--- src/hw/rtl/b2h_pkg.sv ---
// shared types, constants and helpers for the keyed blake2b stream hash
`timescale 1ns / 1ps
`default_nettype none
package b2h_pkg;

  localparam int BLOCK_BYTES = 128;
  localparam int ROUNDS      = 12;
  localparam int STEPS       = ROUNDS * 16;   // two half mixes per g, eight g per round

  localparam logic [31:0] PARAM_BASE = 32'h0101_0000;
  localparam logic [5:0]  MAX_DIGEST = 6'd32;
  localparam logic [6:0]  MAX_KEY    = 7'd64;

  localparam logic [1:0] OP_ABSORB = 2'd0;
  localparam logic [1:0] OP_ABS_FIN = 2'd1;
  localparam logic [1:0] OP_FINISH = 2'd2;
  localparam logic [1:0] OP_NONE   = 2'd3;

  localparam logic [1:0] REG_DIGEST_LEN = 2'd0;
  localparam logic [1:0] REG_KEY_LEN    = 2'd1;

  localparam logic [63:0] IV [8] = '{
    64'h6A09E667F3BCC908, 64'hBB67AE8584CAA73B,
    64'h3C6EF372FE94F82B, 64'hA54FF53A5F1D36F1,
    64'h510E527FADE682D1, 64'h9B05688C2B3E6C1F,
    64'h1F83D9ABFB41BD6B, 64'h5BE0CD19137E2179
  };

  localparam logic [3:0] SIGMA [10][16] = '{
    '{4'd0, 4'd1, 4'd2, 4'd3, 4'd4, 4'd5, 4'd6, 4'd7,
      4'd8, 4'd9, 4'd10, 4'd11, 4'd12, 4'd13, 4'd14, 4'd15},
    '{4'd14, 4'd10, 4'd4, 4'd8, 4'd9, 4'd15, 4'd13, 4'd6,
      4'd1, 4'd12, 4'd0, 4'd2, 4'd11, 4'd7, 4'd5, 4'd3},
    '{4'd11, 4'd8, 4'd12, 4'd0, 4'd5, 4'd2, 4'd15, 4'd13,
      4'd10, 4'd14, 4'd3, 4'd6, 4'd7, 4'd1, 4'd9, 4'd4},
    '{4'd7, 4'd9, 4'd3, 4'd1, 4'd13, 4'd12, 4'd11, 4'd14,
      4'd2, 4'd6, 4'd5, 4'd10, 4'd4, 4'd0, 4'd15, 4'd8},
    '{4'd9, 4'd0, 4'd5, 4'd7, 4'd2, 4'd4, 4'd10, 4'd15,
      4'd14, 4'd1, 4'd11, 4'd12, 4'd6, 4'd8, 4'd3, 4'd13},
    '{4'd2, 4'd12, 4'd6, 4'd10, 4'd0, 4'd11, 4'd8, 4'd3,
      4'd4, 4'd13, 4'd7, 4'd5, 4'd15, 4'd14, 4'd1, 4'd9},
    '{4'd12, 4'd5, 4'd1, 4'd15, 4'd14, 4'd13, 4'd4, 4'd10,
      4'd0, 4'd7, 4'd6, 4'd3, 4'd9, 4'd2, 4'd8, 4'd11},
    '{4'd13, 4'd11, 4'd7, 4'd14, 4'd12, 4'd1, 4'd3, 4'd9,
      4'd5, 4'd0, 4'd15, 4'd4, 4'd8, 4'd6, 4'd2, 4'd10},
    '{4'd6, 4'd15, 4'd14, 4'd9, 4'd11, 4'd3, 4'd0, 4'd8,
      4'd12, 4'd2, 4'd13, 4'd7, 4'd1, 4'd4, 4'd10, 4'd5},
    '{4'd10, 4'd2, 4'd8, 4'd4, 4'd7, 4'd6, 4'd1, 4'd5,
      4'd15, 4'd11, 4'd9, 4'd14, 4'd3, 4'd12, 4'd13, 4'd0}
  };

  // controller to datapath
  typedef struct packed {
    logic       accept;
    logic       wr_byte;
    logic       cnt_add;
    logic       load;
    logic       step;
    logic       fold;
    logic       final_blk;
    logic       emit_adv;
    logic       init;
    logic [7:0] fetch_idx;
    logic [3:0] exec_stp;
  } b2h_cmd_t;

  // datapath to controller
  typedef struct packed {
    logic       key_phase;
    logic       buf_full;
    logic [1:0] op;
    logic       last_k;
  } b2h_stat_t;

  function automatic logic [3:0] b2h_sigma(input logic [3:0] rnd, input logic [3:0] stp);
    logic [3:0] row;
    row = (rnd >= 4'd10) ? rnd - 4'd10 : rnd;
    return SIGMA[row][stp];
  endfunction

  function automatic logic [5:0] b2h_clamp_dig(input logic [5:0] d);
    if (d == 6'd0) return 6'd1;
    else if (d > MAX_DIGEST) return MAX_DIGEST;
    else return d;
  endfunction

  function automatic logic [6:0] b2h_clamp_key(input logic [6:0] k);
    return (k > MAX_KEY) ? MAX_KEY : k;
  endfunction

  function automatic logic [63:0] b2h_word0(input logic [5:0] d, input logic [6:0] k);
    logic [31:0] p;
    p = PARAM_BASE ^ {17'd0, k, 8'd0} ^ {26'd0, d};
    return IV[0] ^ {32'd0, p};
  endfunction

endpackage
`default_nettype wire

--- src/hw/rtl/blake2b_stream_hash.sv ---
// top level of the keyed blake2b byte stream hash
// absorb: each byte beat is accepted, then written to the buffer before the next beat is taken
// a byte that meets a full buffer first waits for a compression
//   (counter add, state load, 192 half-mix steps of one shared g unit, fold)
// finish: a final compression, then one digest beat per cycle while out_ready is high
// reset: synchronous active low, lengths 32 and 0, chain at iv with the parameter word in word 0, no buffer sweep
`timescale 1ns / 1ps
`default_nettype none
module blake2b_stream_hash import b2h_pkg::*; (
  input  wire logic       clk,
  input  wire logic       rst_n,
  input  wire logic       in_valid,
  output logic            in_ready,
  input  wire logic [1:0] in_opcode,
  input  wire logic [7:0] in_data_byte,
  output logic            out_valid,
  input  wire logic       out_ready,
  output logic [7:0]      out_digest_byte,
  output logic            out_last_byte,
  input  wire logic       cfg_we,
  input  wire logic [1:0] cfg_index,
  input  wire logic [6:0] cfg_data
);

  // command and status between sequencer and datapath
  b2h_cmd_t  cmd;
  b2h_stat_t stat;

  // sequencer: takes one input beat at a time, steps the rounds,
  // and holds the output channel while the digest drains
  b2h_ctrl u_ctrl (
    .clk       (clk),
    .rst_n     (rst_n),
    .in_valid  (in_valid),
    .in_opcode (in_opcode),
    .in_ready  (in_ready),
    .out_valid (out_valid),
    .out_ready (out_ready),
    .stat      (stat),
    .cmd       (cmd)
  );

  // datapath: 16 x 64 buffer with one registered read port feeding the
  // mixer; bytes past the written limit read as zero so no clearing is needed
  b2h_dpath u_dpath (
    .clk             (clk),
    .rst_n           (rst_n),
    .in_opcode       (in_opcode),
    .in_data_byte    (in_data_byte),
    .cfg_we          (cfg_we),
    .cfg_index       (cfg_index),
    .cfg_data        (cfg_data),
    .cmd             (cmd),
    .stat            (stat),
    .out_digest_byte (out_digest_byte),
    .out_last_byte   (out_last_byte)
  );

endmodule
`default_nettype wire

--- src/hw/rtl/b2h_ctrl.sv ---
// sequencer for absorb, compression rounds and digest readout
`timescale 1ns / 1ps
`default_nettype none
module b2h_ctrl import b2h_pkg::*; (
  input  wire logic      clk,
  input  wire logic      rst_n,
  input  wire logic      in_valid,
  input  wire logic [1:0] in_opcode,
  output logic           in_ready,
  output logic           out_valid,
  input  wire logic      out_ready,
  input  wire b2h_stat_t stat,
  output b2h_cmd_t       cmd
);

  localparam logic [2:0] S_IDLE  = 3'd0;
  localparam logic [2:0] S_WRITE = 3'd1;
  localparam logic [2:0] S_CNT   = 3'd2;
  localparam logic [2:0] S_LOAD  = 3'd3;
  localparam logic [2:0] S_RUN   = 3'd4;
  localparam logic [2:0] S_FOLD  = 3'd5;
  localparam logic [2:0] S_EMIT  = 3'd6;

  localparam logic [7:0] LAST_STEP = 8'(STEPS - 1);

  logic [2:0] state_r, state_nxt;
  logic [7:0] cnt_r, cnt_nxt;
  logic       final_r, final_nxt;

  assign in_ready  = (state_r == S_IDLE);
  assign out_valid = (state_r == S_EMIT);

  always_comb begin
    state_nxt = state_r;
    cnt_nxt   = cnt_r;
    final_nxt = final_r;
    cmd       = '0;
    cmd.final_blk = final_r;
    cmd.exec_stp  = cnt_r[3:0];
    cmd.fetch_idx = cnt_r + 8'd1;
    unique case (state_r)
      S_IDLE: begin
        if (in_valid) begin
          cmd.accept = 1'b1;
          case (in_opcode)
            OP_FINISH: begin
              final_nxt = 1'b1;
              state_nxt = S_CNT;
            end
            OP_NONE: state_nxt = S_IDLE;
            default: begin
              if (!stat.key_phase && stat.buf_full) begin
                final_nxt = 1'b0;
                state_nxt = S_CNT;
              end else begin
                state_nxt = S_WRITE;
              end
            end
          endcase
        end
      end
      S_WRITE: begin
        cmd.wr_byte = 1'b1;
        if (stat.op == OP_ABS_FIN) begin
          final_nxt = 1'b1;
          state_nxt = S_CNT;
        end else begin
          state_nxt = S_IDLE;
        end
      end
      S_CNT: begin
        cmd.cnt_add = 1'b1;
        state_nxt   = S_LOAD;
      end
      S_LOAD: begin
        // first message word is fetched here
        cmd.load      = 1'b1;
        cmd.fetch_idx = 8'd0;
        cnt_nxt       = 8'd0;
        state_nxt     = S_RUN;
      end
      S_RUN: begin
        cmd.step = 1'b1;
        cnt_nxt  = cnt_r + 8'd1;
        if (cnt_r == LAST_STEP) state_nxt = S_FOLD;
      end
      S_FOLD: begin
        cmd.fold  = 1'b1;
        state_nxt = final_r ? S_EMIT : S_WRITE;
      end
      S_EMIT: begin
        if (out_ready) begin
          cmd.emit_adv = 1'b1;
          if (stat.last_k) begin
            cmd.init  = 1'b1;
            state_nxt = S_IDLE;
          end
        end
      end
      default: state_nxt = S_IDLE;
    endcase
  end

  always_ff @(posedge clk) begin
    if (!rst_n) begin
      state_r <= S_IDLE;
      cnt_r   <= 8'd0;
      final_r <= 1'b0;
    end else begin
      state_r <= state_nxt;
      cnt_r   <= cnt_nxt;
      final_r <= final_nxt;
    end
  end

  a_run_bound: assert property (@(posedge clk) disable iff (!rst_n)
    (state_r == S_RUN) |-> (cnt_r <= LAST_STEP))
    else $error("round counter past last step");
  a_emit_after_final: assert property (@(posedge clk) disable iff (!rst_n)
    (state_r == S_EMIT) |-> final_r)
    else $error("digest readout without final block");
  a_fold_from_run: assert property (@(posedge clk) disable iff (!rst_n)
    (state_r == S_FOLD) |-> ($past(state_r) == S_RUN))
    else $error("fold not preceded by rounds");

endmodule
`default_nettype wire

--- src/hw/rtl/b2h_dpath.sv ---
// chain words, counters, block buffer, mixing unit and digest select
`timescale 1ns / 1ps
`default_nettype none
module b2h_dpath import b2h_pkg::*; (
  input  wire logic       clk,
  input  wire logic       rst_n,
  input  wire logic [1:0] in_opcode,
  input  wire logic [7:0] in_data_byte,
  input  wire logic       cfg_we,
  input  wire logic [1:0] cfg_index,
  input  wire logic [6:0] cfg_data,
  input  wire b2h_cmd_t   cmd,
  output b2h_stat_t       stat,
  output logic [7:0]      out_digest_byte,
  output logic            out_last_byte
);

  logic [5:0]  dig_reg_r, dig_reg_nxt;
  logic [6:0]  key_reg_r, key_reg_nxt;
  logic [5:0]  act_dig_r;
  logic [6:0]  act_key_r;
  logic [63:0] chain_r [8];
  logic [63:0] v_r [16];
  logic [63:0] cnt_lo_r, cnt_hi_r;
  logic [7:0]  fill_r, lim_r;
  logic [6:0]  kbs_r;
  logic        started_r;
  logic [4:0]  k_r;
  logic [1:0]  op_r;
  logic [7:0]  byte_r;

  logic [63:0] mem [16];
  logic [63:0] rdata_r;
  logic [3:0]  raddr_r;

  logic        key_phase;
  logic        do_init;
  logic [5:0]  init_dig;
  logic [6:0]  init_key;
  logic [6:0]  wpos;
  logic [7:0]  n_add;
  logic [64:0] lo_sum;
  logic [3:0]  raddr;
  logic [63:0] msg_x;
  logic [2:0]  g;
  logic [3:0]  ia, ib, ic, id;
  logic [63:0] a1, d1, c1, b1, dx, bx;

  assign key_phase = (kbs_r < act_key_r);

  always_comb begin
    dig_reg_nxt = dig_reg_r;
    key_reg_nxt = key_reg_r;
    if (cfg_we) begin
      unique case (cfg_index)
        REG_DIGEST_LEN: dig_reg_nxt = cfg_data[5:0];
        REG_KEY_LEN:    key_reg_nxt = cfg_data;
        default: ;
      endcase
    end
  end

  // a write while nothing is absorbed restarts the message with new lengths
  assign do_init  = cmd.init || (cfg_we && !started_r);
  assign init_dig = b2h_clamp_dig(dig_reg_nxt);
  assign init_key = b2h_clamp_key(key_reg_nxt);

  assign wpos   = key_phase ? kbs_r : fill_r[6:0];
  assign n_add  = (cmd.final_blk && !key_phase) ? fill_r : 8'(BLOCK_BYTES);
  assign lo_sum = {1'b0, cnt_lo_r} + {57'd0, n_add};

  assign raddr = b2h_sigma(cmd.fetch_idx[7:4], cmd.fetch_idx[3:0]);

  // bytes past the written limit read as zero padding
  always_comb begin
    for (int b = 0; b < 8; b++) begin
      msg_x[b*8 +: 8] = ({1'b0, raddr_r, 3'(b)} < lim_r) ? rdata_r[b*8 +: 8] : 8'h00;
    end
  end

  // column mixes for g 0..3, diagonals for g 4..7
  always_comb begin
    g  = cmd.exec_stp[3:1];
    ia = {2'b00, g[1:0]};
    ib = {2'b01, g[1:0] + {1'b0, g[2]}};
    ic = {2'b10, g[1:0] + {g[2], 1'b0}};
    id = {2'b11, g[1:0] + {g[2], g[2]}};
    a1 = v_r[ia] + v_r[ib] + msg_x;
    dx = v_r[id] ^ a1;
    d1 = cmd.exec_stp[0] ? {dx[15:0], dx[63:16]} : {dx[31:0], dx[63:32]};
    c1 = v_r[ic] + d1;
    bx = v_r[ib] ^ c1;
    b1 = cmd.exec_stp[0] ? {bx[62:0], bx[63]} : {bx[23:0], bx[63:24]};
  end

  always_ff @(posedge clk) begin
    if (cmd.wr_byte) mem[wpos[6:3]][wpos[2:0]*8 +: 8] <= byte_r;
    rdata_r <= mem[raddr];
    raddr_r <= raddr;
  end

  always_ff @(posedge clk) begin
    if (cmd.load) begin
      for (int i = 0; i < 8; i++) v_r[i] <= chain_r[i];
      for (int i = 0; i < 4; i++) v_r[i + 8] <= IV[i];
      v_r[12] <= IV[4] ^ cnt_lo_r;
      v_r[13] <= IV[5] ^ cnt_hi_r;
      v_r[14] <= cmd.final_blk ? ~IV[6] : IV[6];
      v_r[15] <= IV[7];
    end else if (cmd.step) begin
      v_r[ia] <= a1;
      v_r[ib] <= b1;
      v_r[ic] <= c1;
      v_r[id] <= d1;
    end
    if (cmd.accept) begin
      op_r   <= in_opcode;
      byte_r <= in_data_byte;
    end
  end

  always_ff @(posedge clk) begin
    if (!rst_n) begin
      dig_reg_r <= MAX_DIGEST;
      key_reg_r <= 7'd0;
      act_dig_r <= MAX_DIGEST;
      act_key_r <= 7'd0;
      chain_r[0] <= b2h_word0(MAX_DIGEST, 7'd0);
      for (int i = 1; i < 8; i++) chain_r[i] <= IV[i];
      cnt_lo_r  <= 64'd0;
      cnt_hi_r  <= 64'd0;
      fill_r    <= 8'd0;
      lim_r     <= 8'd0;
      kbs_r     <= 7'd0;
      started_r <= 1'b0;
      k_r       <= 5'd0;
    end else begin
      dig_reg_r <= dig_reg_nxt;
      key_reg_r <= key_reg_nxt;
      if (do_init) begin
        act_dig_r <= init_dig;
        act_key_r <= init_key;
        chain_r[0] <= b2h_word0(init_dig, init_key);
        for (int i = 1; i < 8; i++) chain_r[i] <= IV[i];
        cnt_lo_r  <= 64'd0;
        cnt_hi_r  <= 64'd0;
        fill_r    <= 8'd0;
        lim_r     <= 8'd0;
        kbs_r     <= 7'd0;
        started_r <= 1'b0;
        k_r       <= 5'd0;
      end else begin
        if (cmd.wr_byte) begin
          started_r <= 1'b1;
          if (key_phase) begin
            kbs_r <= kbs_r + 7'd1;
            lim_r <= {1'b0, kbs_r} + 8'd1;
            // a complete key block counts as full
            fill_r <= (kbs_r + 7'd1 == act_key_r) ? 8'(BLOCK_BYTES)
                                                  : {1'b0, kbs_r} + 8'd1;
          end else begin
            fill_r <= fill_r + 8'd1;
            lim_r  <= fill_r + 8'd1;
          end
        end
        if (cmd.cnt_add) begin
          cnt_lo_r <= lo_sum[63:0];
          if (lo_sum[64]) cnt_hi_r <= cnt_hi_r + 64'd1;
        end
        if (cmd.fold) begin
          for (int i = 0; i < 8; i++) chain_r[i] <= chain_r[i] ^ v_r[i] ^ v_r[i + 8];
          if (!cmd.final_blk) begin
            fill_r <= 8'd0;
            lim_r  <= 8'd0;
          end
        end
        if (cmd.emit_adv) k_r <= k_r + 5'd1;
      end
    end
  end

  assign out_digest_byte = chain_r[{1'b0, ~k_r[4:3]}][(~k_r[2:0])*8 +: 8];
  assign out_last_byte   = ({1'b0, k_r} + 6'd1 == act_dig_r);

  assign stat.key_phase = key_phase;
  assign stat.buf_full  = fill_r[7];
  assign stat.op        = op_r;
  assign stat.last_k    = out_last_byte;

  a_fill_bound: assert property (@(posedge clk) disable iff (!rst_n)
    fill_r <= 8'(BLOCK_BYTES))
    else $error("fill count past block size");
  a_lim_fill: assert property (@(posedge clk) disable iff (!rst_n)
    lim_r <= fill_r)
    else $error("written limit above fill count");
  a_key_bound: assert property (@(posedge clk) disable iff (!rst_n)
    kbs_r <= act_key_r)
    else $error("key bytes past key length");
  a_dig_range: assert property (@(posedge clk) disable iff (!rst_n)
    (act_dig_r != 6'd0) && (act_dig_r <= MAX_DIGEST))
    else $error("digest length out of range");

endmodule
`default_nettype wire
--- config.mk ---
export PLATFORM = sky130hd
export DESIGN_NAME = blake2b_stream_hash
export DESIGN_NICKNAME = d
export VERILOG_FILES = /design/src/hw/rtl/b2h_pkg.sv /design/src/hw/rtl/blake2b_stream_hash.sv /design/src/hw/rtl/b2h_ctrl.sv /design/src/hw/rtl/b2h_dpath.sv
export SDC_FILE = /design/constraint.sdc
export NUM_CORES = 1
export LEC_CHECK = 0
export BUFFER_PORTS_ARGS = -buffer_cell sky130_fd_sc_hd__buf_4
export CORE_MARGIN = 10
export CORE_UTILIZATION = 40
export CTS_BUF_LIST = sky130_fd_sc_hd__clkbuf_8
export DETAILED_ROUTE_END_ITERATION = 10
export HOLD_SLACK_MARGIN = 0.12
export PLACE_DENSITY = 0.55
export SYNTH_ARGS = -nofsm -noshare
export SYNTH_HDL_FRONTEND = slang
export SYNTH_SLANG_ARGS = --single-unit
export TNS_END_PERCENT = 100
--- constraint.sdc ---
create_clock -name clk -period 5.8 [get_ports clk]
set_clock_uncertainty 0.15 [all_clocks]
set_input_delay 1.74 -clock clk [delete_from_list [all_inputs] [get_ports clk]]
set_output_delay 1.74 -clock clk [all_outputs]
set_load 0.01 [all_outputs]
Word-level counts from Yosys, hierarchy flattened
Memories as Yosys holds them, arrays and structs flattened. A register that Yosys moved wholly into a read port is not among the register bits.
Cells that the tools add are included.
- register bits: 209
- RAM bits: 2560
- bits in read-only memories: 1024
- logic and storage cells: 243
- memories kept: 4
- memory list (name ; depth ; bits a word ; read ports ; clocked after Yosys merged registers in ; write ports ; RTL line ; source):
    (name not given) ; 16 ; 64 ; 1 ; 0 ; 0 ; b2h_pkg.sv:78 ; return SIGMA[row][stp];
    u_dpath.mem ; 16 ; 64 ; 1 ; 1 ; 1 ; b2h_dpath.sv:32 ; logic [63:0] mem [16];
    u_dpath.v_r ; 16 ; 64 ; 20 ; 1 ; 16 ; b2h_dpath.sv:23 ; logic [63:0] v_r [16];
    u_dpath.chain_r ; 8 ; 64 ; 9 ; 0 ; 8 ; b2h_dpath.sv:22 ; logic [63:0] chain_r [8];
- $add $sub $neg: 16
- $lt $le $gt $ge: 14
- eq/ne operators: 20
- shifts and indexed selects: 3
- mux-type cells: 106
- bitwise operators: 43
- reductions and logical operators: 20
- operator list (kind ; count):
    $mux 64 ; 26
    $xor 64x64->64 ; 18
    $reduce_or 64->1 ; 4
    $add 64x64->64 ; 3
    $mux 8 ; 19
    $add 64x8->65 ; 1
    $add 64x1->64 const B ; 1
    $lt 7x8->1 ; 8
    $shift 8x34->64 const A ; 1
    $shiftx 64x33->8 ; 1
    $shiftx 8x34->64 ; 1
    $mux 4 ; 9
    $neg 6->34 ; 1
    $not 16->32 ; 1
    $not 32->32 ; 1
    $not 31->31 ; 1
    $mux 1 ; 29
    $not 3->29 ; 1
    $mux 7 ; 4
    $xor 25x6->25 ; 1
    $mux 6 ; 4
    $pmux 3 s7 ; 1
    $add 8x1->8 const B ; 2
    $bmux 4 s4 ; 1
    43 further kinds ; 83

Longest topological paths before layout
- depth after elaboration: 11
- gate-level depth with buffers: 9
- mapped depth without buffers: 8

Modules after synthesis
Synthesis repeated with hierarchy kept, for this count alone.
- cell total of the unflattened synthesis: 419
- area total of the unflattened synthesis: 3594.7 um^2
- modules (own cells, without submodules) (module ; instances ; cells an instance ; area each (um^2) ; seq. area each (um^2)):
    b2h_dpath ; 1 ; 299 ; 2690.1 ; 1001.0
    b2h_ctrl ; 1 ; 120 ; 904.6 ; 240.2

Least setup slack after synthesis
Ideal clock, no wire load.
- kind: register to output
- start: reg u_dpath.k_r[0]
- end: out out_last_byte
- arrival time: 1.560 ns
- path slack: 2.350 ns
- cell stages (with the launch flop): 6
- buffers on the path: 0
- path through: dfxtp_1 -> ha_1 -> nor2b_1 -> or3_1 -> a31oi_1 -> and3_1
- longest elaborated chain between the ends: 2
- RTL lines (what ; RTL line ; source):
    start, declared ; b2h_dpath.sv:28 ; logic [4:0] k_r;
    start signal, assigned ; b2h_dpath.sv:177 ; if (cmd.emit_adv) k_r <= k_r + 5'd1;
    $add 5x1->6 ; b2h_dpath.sv:183 ; assign out_last_byte = ({1'b0, k_r} + 6'd1 == act_dig_r);
    $eq 6x6->1 ; b2h_dpath.sv:183 ;
    end, declared ; blake2b_stream_hash.sv:19 ; output logic out_last_byte,
No other way between the ends.

Final worst setup path
Ends and elaborated chain as after synthesis.

==> impl_metrics.tcl <==
set metrics [dict create \
    status "finished, final reports clean" \
    multiInputGateArea_um2 2020 \
    core_area_um2 8300 \
    pin_count 35 \
    die_w_um 113 \
    synth-async-reset-ratio_pct 0 \
    cap_violations 0 \
    clk_pin_slew_ns 0.08 \
    hp-start "u_ctrl.cnt_r[3]$_SDFFE_PN0P_" \
    cpLargestDelayFamily "simple AND/OR/NAND/NOR gates" \
    insertion_delay_ns 0.34 \
    yosysSeqAreaShare_pct 36.0 \
    viasPerCell 5.51 \
    synthDistinctLibCells 62 \
    synth_warnings 0 \
    crit_type "register to output port" \
    wl_met3_um 240 \
    ctsHoldBuffers 0 \
    setup_viol 0 \
    gp_congestion 0.816 \
    worst_slack_ns 1.64 \
    r2r_setup_slack_ns 2.95 \
    start_util_pct 41.5 \
    slew_viol_final 0 \
    top_layer_used "met4" \
    dp.final_hpwl_mm 5.76 \
    synthCells 414 \
    htree_levels 3 \
    syn-mean-instance-area_um2 8.32 \
    cp-start-kind "register" \
    max_stage_delay_ns 0.37 \
    grt_pass1_wl_mm 13.2 \
    n_antenna_cell 0 \
    synth_common_cells "59 x dfxtp_1, 51 x nor2_1, 32 x nand2_1, 28 x nand3_1, 19 x a21oi_1" \
    grt_max_degree 27 \
    worstPathBufferInverterCount 1 \
    clockRootBuffer "clkbuf_8" \
    fillers 874 \
    seq_area_um2 1240 \
    nets 457 \
    timing.rr.start "u_dpath.k_r[0]$_SDFFE_PP0P_" \
    arrival_ns 2.27 \
    layout_min_cycle_time_ns 4.16 \
    die_y_um 113 \
    slew_headroom_pct 50.1 \
    cts_resized 0 \
    num_vias 2930 \
    cts_sinks 61 \
    critPathMaxFanout 5 \
    pwr_density_cell_nw_per_um2 259 \
    synth_top_cell_area_share_pct 34.3 \
    die_area_um2 12700 \
    cts_buffer_depth 2 \
    dp_slack_ns 1.97 \
    synthesis.area_um2 3440 \
    tightest_slew_ns 0.743 \
    hold_violations 0 \
    critical_path.cell_chain "ha_1, nor2b_1, or3_1, a31oi_1, and3_1, buf_4" \
    leakage_nw 1.44 \
    wl_met1_mm 3.98 \
    rows 33 \
    first_pass_iters 4 \
    overflow 0 \
    required_ns 3.91 \
    synth_edf_count 2 \
    synthFlopType "dfxtp_1" \
    area_growth_pct 10.3 \
    wl_per_cell_um 14.9 \
    tritoncts "yes" \
    gr-usage-all-layers_pct 12.4 \
    yosysMostFrequentCell "dfxtp_1" \
    tns_ns 0 \
    post_cts_buffers 0 \
    drt.antenna.violating_nets 0 \
    period_share_pct 71.8 \
    rr_endpoint "u_dpath.act_dig_r[5]$_SDFFE_PN1P_" \
    wirelength_mm 7.92 \
    rsz0062_at_grt "false" \
    ys_ff_latch 61 \
    yosysTopAreaCell "dfxtp_1" \
    vdd_drop_max_v 0.000170 \
    timing.fmax_mhz 240 \
    whs_endpoint "u_ctrl.cnt_r[3]$_SDFFE_PN0P_" \
    hold_depth 1 \
    reg2reg_depth 7 \
    route.detailed.drc 0 \
    grt_pass1_vias 2825 \
    antenna_found_initial 0 \
    routed-wl-met2_mm 3.55 \
    portBuffers 18 \
    drive_gt1_share_pct 10.5 \
    critPathSlowestCell "dfxtp_1" \
    hp-class "register to register" \
    cts_buffers 9 \
    critPathCaptureType "output port" \
    synthTopCellsByArea "dfxtp_1 34%, nor2_1 5.6%, mux2i_1 4.1%" \
    drtIter0Drc 114 \
]
[final cells by class]
class,instances,share of cell area [%]
clock buffer,9,3.26
multi-input combinational,318,53.1
clock inverter,7,2.41
sequential,61,32.7
timing repair buffer,19,3.76
tap,105,3.46
inverter,13,1.29
[per-layer routing]
| layer | vias to the layer above | track usage [%] |
|---|---|---|
| li1 | 1495 | - |
| met5 | - | 0 |
| met3 | 15 | 3.43 |
| met2 | 41 | 19.4 |
| met1 | 1379 | 15.7 |
| met4 | 0 | 5.08 |
[cell usage in the layout (no fill, tap or decap), drive strengths merged, types with 5 or more instances in the layout]
cell,count
conb,8
nor2b,7
and3,7
a31oi,9
inv,13
a21oi,19
dfxtp,59
nor3,8
clkbuf,9
clkinv,5
nand3,28
xnor2,13
mux2i,14
ha,11
nand4,6
nand2,32
xor2,11
a211oi,6
buf,19
or3,6
nor2,51
nor4,5
and2,7
o21ai,13
[sequential cells by signal (all words and copies together), names as in the netlist, 2 cells and up]
| name | count |
|---|---|
| u_dpath.act_dig_r | 6 |
| u_dpath.kbs_r | 7 |
| u_ctrl.cnt_r | 8 |
| u_dpath.key_reg_r | 7 |
| u_dpath.fill_r | 8 |
| u_dpath.act_key_r | 7 |
| u_dpath.op_r | 2 |
| u_dpath.k_r | 5 |
| u_dpath.dig_reg_r | 6 |
| u_ctrl.state_r | 3 |
[logic make-up (layout without fill, tap and decap cells)]
kind of cell | count (synthesis) | after routing | share of synthesized area [%]
other cells | 1 | 8 | 0.109
simple gates | 174 | 174 | 25.6
xor+xnor | 24 | 24 | 6.10
compound gates | 85 | 85 | 17.3
buf+inv | 42 | 48 | 6.10
fa+ha+maj | 11 | 11 | 4.00
flops | 61 | 61 | 36.0
mux | 16 | 16 | 4.72
[worst reg2reg max path, cell delays in order, from the launching register on]
cell and delay, ns:
dfxtp_1 0.37, ha_1 0.27, nor2b_1 0.15, or3_1 0.34, a31oi_1 0.33, a41oi_2 0.42
nand2_1 0.56, a22o_1 0.20
[report_power, final]
part	internal [mW]	switching [mW]	total (mW)	leakage, nW
combinational	0.0440	0.0727	0.117	0.833
clock	0.240	0.177	0.418	0.114
sequential	0.435	0.0156	0.451	0.497
[worst max-delay path by stage]
stage / from / cells past startpoint / slack, ns / end
final: u_dpath.k_r[0]$_SDFFE_PP0P_ / 6 / 1.64 / out_last_byte
after global routing: u_dpath.k_r[0]$_SDFFE_PP0P_ / 6 / 1.49 / out_last_byte
after CTS: u_dpath.k_r[0]$_SDFFE_PP0P_ / 6 / 1.63 / out_last_byte
after detailed placement: out_ready / 5 / 1.97 / u_dpath.act_dig_r[5]$_SDFFE_PN1P_
after global placement: out_ready / 5 / 1.96 / u_dpath.act_dig_r[5]$_SDFFE_PN1P_
after floorplan: u_dpath.k_r[0]$_SDFFE_PP0P_ / 5 / 2.35 / out_last_byte
[stage by stage]
| step | instance area [um^2] | total power, mW | utilization (%) | std cells | hold slack [ns] |
|---|---|---|---|---|---|
| 6_report | 3800 | 0.985 | 45.8 | 532 | 0.330 |
| 5_1_grt | 3800 | 1.03 | 45.8 | 532 | 0.357 |
| 4_1_cts | 3800 | 0.996 | 45.8 | 532 | 0.331 |
| 3_5_place_dp | 3580 | 0.577 | 43.2 | 516 | 0.317 |
| 3_3_place_gp | 3580 | 0.575 | 43.2 | 516 | 0.312 |
| 2_1_floorplan | 3470 | 0.545 | - | 421 | 0.286 |
Power figures use the tool's default switching activity.
